==> config.mk <==
export PLATFORM = sky130hd
export DESIGN_NAME = segi_div
export DESIGN_NICKNAME = d
export VERILOG_FILES = /design/src/design/segi_pkg.sv /design/src/design/segi_div.sv
export SDC_FILE = /design/constraint.sdc
export NUM_CORES = 2
export LEC_CHECK = 0
export BUFFER_PORTS_ARGS = -buffer_cell sky130_fd_sc_hd__buf_2
export CAP_MARGIN = 20
export CORE_MARGIN = 3
export CORE_UTILIZATION = 60
export DETAILED_ROUTE_END_ITERATION = 10
export PLACE_DENSITY = 0.76
export SETUP_SLACK_MARGIN = 0.02
export SLEW_MARGIN = 20
export SYNTH_ARGS = -nofsm -noshare
export SYNTH_HDL_FRONTEND = slang
export SYNTH_SLANG_ARGS = --single-unit
==> constraint.sdc <==
create_clock -name clk -period 5.4 [get_ports clk]
set_input_delay 0.54 -clock clk [delete_from_list [all_inputs] [get_ports clk]]
set_output_delay 0.54 -clock clk [all_outputs]
set_load 0.005 [all_outputs]
==> src/design/segi_pkg.sv <==
// ----------------------------------------------------------------------------
// segi_pkg: shared types, widths and helpers for the segment intersection
// Holds the coordinate width, all derived datapath widths, pipeline
// latencies and the small geometric helper functions.
// ----------------------------------------------------------------------------
`default_nettype none

package segi_pkg;

  // Coordinate width of every input and point field.
  localparam int COORD_BITS = 16;

  // Datapath widths derived from the coordinate width.
  localparam int DIF_W = COORD_BITS + 1;          // coordinate difference
  localparam int PRD_W = 2 * DIF_W;               // difference product
  localparam int ORI_W = PRD_W + 1;               // orientation value, determinant
  localparam int CPR_W = 2 * COORD_BITS;          // coordinate product
  localparam int CA_W  = CPR_W + 1;               // line constant
  localparam int NP_W  = CA_W + DIF_W;            // numerator product
  localparam int N_W   = NP_W + 1;                // numerator
  localparam int T_W   = N_W + 2;                 // rounded dividend
  localparam int DV_W  = ORI_W + 1;               // doubled divisor magnitude
  localparam int Q_W   = COORD_BITS + 1;          // quotient before saturation

  // Pipeline latencies.
  localparam int FRONT_LAT = 5;
  localparam int DIV_LAT   = Q_W + 3;
  localparam int TOTAL_LAT = FRONT_LAT + DIV_LAT;

  typedef logic signed [COORD_BITS-1:0] coord_t;

  // Flags that travel beside the numerators.
  typedef struct packed {
    logic hit;
    logic par;
  } segi_flags_t;

  // Orientation class: zero, positive or negative.
  localparam logic [1:0] ORI_ZERO = 2'd0;
  localparam logic [1:0] ORI_POS  = 2'd1;
  localparam logic [1:0] ORI_NEG  = 2'd2;

  function automatic logic [1:0] ori_code(input logic signed [ORI_W-1:0] v);
    logic [1:0] c;
    if (v == '0) begin
      c = ORI_ZERO;
    end else if (v[ORI_W-1]) begin
      c = ORI_NEG;
    end else begin
      c = ORI_POS;
    end
    return c;
  endfunction

  // True when point q lies in the bounding box of p and r.
  function automatic logic in_box(input coord_t px, input coord_t py,
                                  input coord_t qx, input coord_t qy,
                                  input coord_t rx, input coord_t ry);
    coord_t xlo, xhi, ylo, yhi;
    xlo = (px < rx) ? px : rx;
    xhi = (px < rx) ? rx : px;
    ylo = (py < ry) ? py : ry;
    yhi = (py < ry) ? ry : py;
    return (qx >= xlo) && (qx <= xhi) && (qy >= ylo) && (qy <= yhi);
  endfunction

endpackage

`default_nettype wire

==> src/design/segi_div.sv <==
// ----------------------------------------------------------------------------
// segi_div: pipelined rounded and saturated divider
// Gives num/den rounded to nearest, ties away from zero, clamped to the
// coordinate range. One quotient bit is settled in each restoring step stage.
// ----------------------------------------------------------------------------
`default_nettype none

module segi_div (
  input  wire logic                              clk,
  input  wire logic                              ce,
  input  wire logic signed [segi_pkg::N_W-1:0]   num,
  input  wire logic signed [segi_pkg::ORI_W-1:0] den,
  output segi_pkg::coord_t                       quo,
  output logic                                   clip
);

  localparam int NW = segi_pkg::N_W;
  localparam int OW = segi_pkg::ORI_W;
  localparam int TW = segi_pkg::T_W;
  localparam int DVW = segi_pkg::DV_W;
  localparam int QW = segi_pkg::Q_W;
  localparam int CB = segi_pkg::COORD_BITS;

  // Prep stage: sign and magnitudes, dividend is 2|n| + |d|.
  logic [NW-1:0] mn;
  logic [OW-1:0] md;
  logic neg_p_r;
  logic [TW-1:0] t_p_r;
  logic [DVW-1:0] dv_p_r;

  always_comb begin
    mn = num[NW-1] ? NW'(-num) : NW'(num);
    md = den[OW-1] ? OW'(-den) : OW'(den);
  end

  always_ff @(posedge clk) begin
    if (ce) begin
      neg_p_r <= num[NW-1] ^ den[OW-1];
      t_p_r <= TW'({mn, 1'b0}) + TW'(md);
      dv_p_r <= {md, 1'b0};
    end
  end

  // Range stage: the quotient saturates when the dividend reaches 2|d|(lim+1).
  logic [TW-1:0] thr;
  logic [TW-1:0] rem_r [0:QW];
  logic [QW-1:0] q_r [0:QW];
  logic [DVW-1:0] dv_r [0:QW];
  logic neg_r [0:QW];
  logic ovf_r [0:QW];

  always_comb begin
    thr = (TW'(dv_p_r) << (CB - 1)) + (neg_p_r ? TW'(dv_p_r) : '0);
  end

  always_ff @(posedge clk) begin
    if (ce) begin
      rem_r[0] <= t_p_r;
      q_r[0] <= '0;
      dv_r[0] <= dv_p_r;
      neg_r[0] <= neg_p_r;
      ovf_r[0] <= (t_p_r >= thr);
    end
  end

  // Restoring steps, most significant quotient bit first.
  for (genvar i = 0; i < QW; i++) begin : g_step
    logic [TW-1:0] shd;
    logic fit;
    always_comb begin
      shd = TW'(dv_r[i]) << (QW - 1 - i);
      fit = (rem_r[i] >= shd);
    end
    always_ff @(posedge clk) begin
      if (ce) begin
        rem_r[i+1] <= fit ? (rem_r[i] - shd) : rem_r[i];
        q_r[i+1] <= {q_r[i][QW-2:0], fit};
        dv_r[i+1] <= dv_r[i];
        neg_r[i+1] <= neg_r[i];
        ovf_r[i+1] <= ovf_r[i];
      end
    end
  end

  // Output stage: clamp and restore the sign.
  logic [QW-1:0] lim;
  logic [QW-1:0] qm;
  segi_pkg::coord_t quo_r;
  logic clip_r;

  always_comb begin
    lim = neg_r[QW] ? (QW'(1) << (CB - 1)) : ((QW'(1) << (CB - 1)) - QW'(1));
    qm = ovf_r[QW] ? lim : q_r[QW];
  end

  always_ff @(posedge clk) begin
    if (ce) begin
      quo_r <= neg_r[QW] ? CB'(-qm) : CB'(qm);
      clip_r <= ovf_r[QW];
    end
  end

  assign quo = quo_r;
  assign clip = clip_r;

endmodule

`default_nettype wire

==> run metrics <==
# setup viols final=0; most frequent cells in the layout=edfxtp_1, a21oi_1, inv_1, ha_1, nor2_1; RSZ-0062 raised after global routing=no; Hold Fails Final Rpt=0; Die Width=417 um; vias in the first global route=69900; H-Tree Depth=4; Layout area overhead=9.73%; DIE AREA=174000 sq um; Crit path required time=5980 ps; crit path max fanout=3; Max Freq=197 MHz; final wirelength=254000 um; FP Rows=150; critical path class=reg -> reg; status=complete, no violations; clk_lat worst skew=850 ps; number of routed nets with antenna violations=0; Worst-Margin Slew=1230 ps; Vias=72500; mean routed wirelength per cell=21.5 um; largest net degree at the start of global routing=199; drt initial violations=6518; Worst Setup Start Kind=register; GRT overflow=0; cell leakage power=44.3 nW; Clock Tree Buf Depth=3; Via density=6.14; Synth Net Count=10100; Post-synth EDFFs=1756; Post-Syn Instances=9260; Inst Count DP=11500; PwrDens=528 nW/um^2; Reg clk slew, reported paths=60 ps; DP Wirelength=196000 um; Yosys warning count=0; CTS Root Cell=clkbuf_16; Net count, final=10300; Non-Filler Instances=11800; Layout fillers=12600; GRT Util Overall=28.9%; CORE AREA=167000 sq um; Final Skew=43.9 ps; CP endpoint kind=register; Post-Place Worst Slack=-73.8 ps; gpl congestion=0.947; die height=417 um; WP data arrival=5640 ps; Clock Sinks=1756; Slew HR=17.8%; minimum clock period=5060 ps; register area share after synthesis=52.0%; initial antenna violation count=7; Yosys reg bits=1756; Yosys cell types=100; First-pass DRT Iterations=6; I/O pin count=105; CTS Buf Count=183; share of cells above drive strength 1=8.01%; Top FF cell, synth=edfxtp_1; Worst VDD drop=0.400 mV; setup ws final=335 ps; Tightest Hold Check Type=in -> reg; crit share post-route=93.8%; # DRC=0; max capacitance violation total=0; max-slew violations=0; global-route wire length before repair=394000 um; Mean Syn Cell Area=10.9 sq um; CTS tree=done; most common cell after layout, fill and taps aside=edfxtp_1; postcts setup bufs=0; asr flop ratio synth=0%; port bufs=104; synthesized cell area=101000 sq um; starting density of the core=60.5%
## what timing repair did
item | in CTS | in global routing
hold endpoints to repair | 2 | 0
endpoints found under the setup margin | 0 | 1
hold buffers | 2 | 0
resized for setup | 0 | 1
## area by class of cell
type / instances / area, sq um / area share (%)
timing repair buffer: 257 / 1900 / 1.71
tap: 2204 / 2760 / 2.48
multi-input combinational: 6505 / 44900 / 40.4
antenna: 3 / 7.51 / 0.00675
clock buffer: 214 / 4700 / 4.22
inverter: 745 / 2800 / 2.52
sequential: 1756 / 52700 / 47.4
clock inverter: 121 / 1420 / 1.28
## worst max-delay path, cell delays in order, from the launching register on
cell and delay, ps:
edfxtp_1 440, and2_1 210, ha_1 190, inv_1 70
fa_1 190, nor2b_1 60, o21a_1 170, o21ai_0 320
a21oi_1 160, o31a_1 310, o211ai_1 270, a311oi_1 160
o31ai_2 410, nor2_1 100, xnor2_1 150, ha_1 310
a21oi_1 140, nor2b_1 60, o21ai_0 140, nand2b_1 70
a21oi_1 150, nor2b_1 60, a2111oi_0 410, o31a_1 200
o21ai_0 70
## kinds of logic (layout without fill, tap and decap cells)
family / after synthesis / in the layout / share of synthesized area (%)
xor+xnor: 759 / 759 / 6.56
compound gates: 2441 / 2441 / 15.1
mux: 141 / 141 / 1.59
fa+ha+maj: 719 / 719 / 9.01
other cells: 1 / 4 / 0.00370
flops: 1756 / 1756 / 52.0
buf+inv: 999 / 1337 / 3.80
simple gates: 2444 / 2444 / 11.9
## cell usage after synthesis (all sizes together), types with 73 or more instances
cell type / instances / area, sq um
nand2b: 102 / 638
ha: 701 / 8770
xnor2: 449 / 3930
a21oi: 818 / 4090
xor2: 310 / 2720
nand2: 643 / 2420
inv: 744 / 2790
a21o: 382 / 2870
or3: 73 / 477
nor2: 659 / 2480
edfxtp: 1756 / 52700
clkbuf: 213 / 802
nand4: 132 / 826
o21a: 111 / 833
nor2b: 99 / 622
nor3: 157 / 791
nor4: 105 / 684
o21ai: 520 / 2610
nand3: 145 / 726
mux2: 138 / 1580
## stage by stage
step	utilization, %	cell area [sq um]	total power, W	hold WS, ps	setup TNS, ps
after floorplan	-	101000	0.0389	400	0
after CTS	66.4	111000	0.0586	9.53	0
after global placement	62.7	105000	0.0452	401	-398
final	66.4	111000	0.0587	66.2	0
after global routing	66.4	111000	0.0624	59.4	0
after detailed placement	62.7	105000	0.0457	405	-208
## state kept, by name (all words and copies together), names as in the netlist
register and cells:
clip 1, dv_p_r 34, dv_r 578, neg_p_r 1, neg_r 18, ovf_r 18
q_r 136, quo 16, rem_r 901, t_p_r 53
## worst paths after layout
path / from / endpoint / slack (ps) / depth (start not counted)
worst min register to register: ovf_r[16] / ovf_r[17] / 410 / 0
worst max register to register: dv_p_r[16] / ovf_r[0] / 340 / 24
worst max-delay path: dv_p_r[16] / ovf_r[0] / 340 / 24
worst min-delay path: num[0] / t_p_r[1] / 70 / 2
## layer usage
layer / part of all wire (%) / up-vias / global-route usage (%)
li1: - / 34600 / -
met1: 41 / 35000 / 36.7
met2: 50 / 2392 / 49.9
met3: 5.6 / 506 / 4.17
met4: 4.0 / 0 / 11.3
met5: 0 / - / 0
## where the power goes
part | switching, W | internal (W) | total [W]
Clock | 0.00549 | 0.00726 | 0.0127
Sequential | 0.00231 | 0.0195 | 0.0218
Combinational | 0.0138 | 0.0103 | 0.0242
Power figures use the tool's default switching activity.
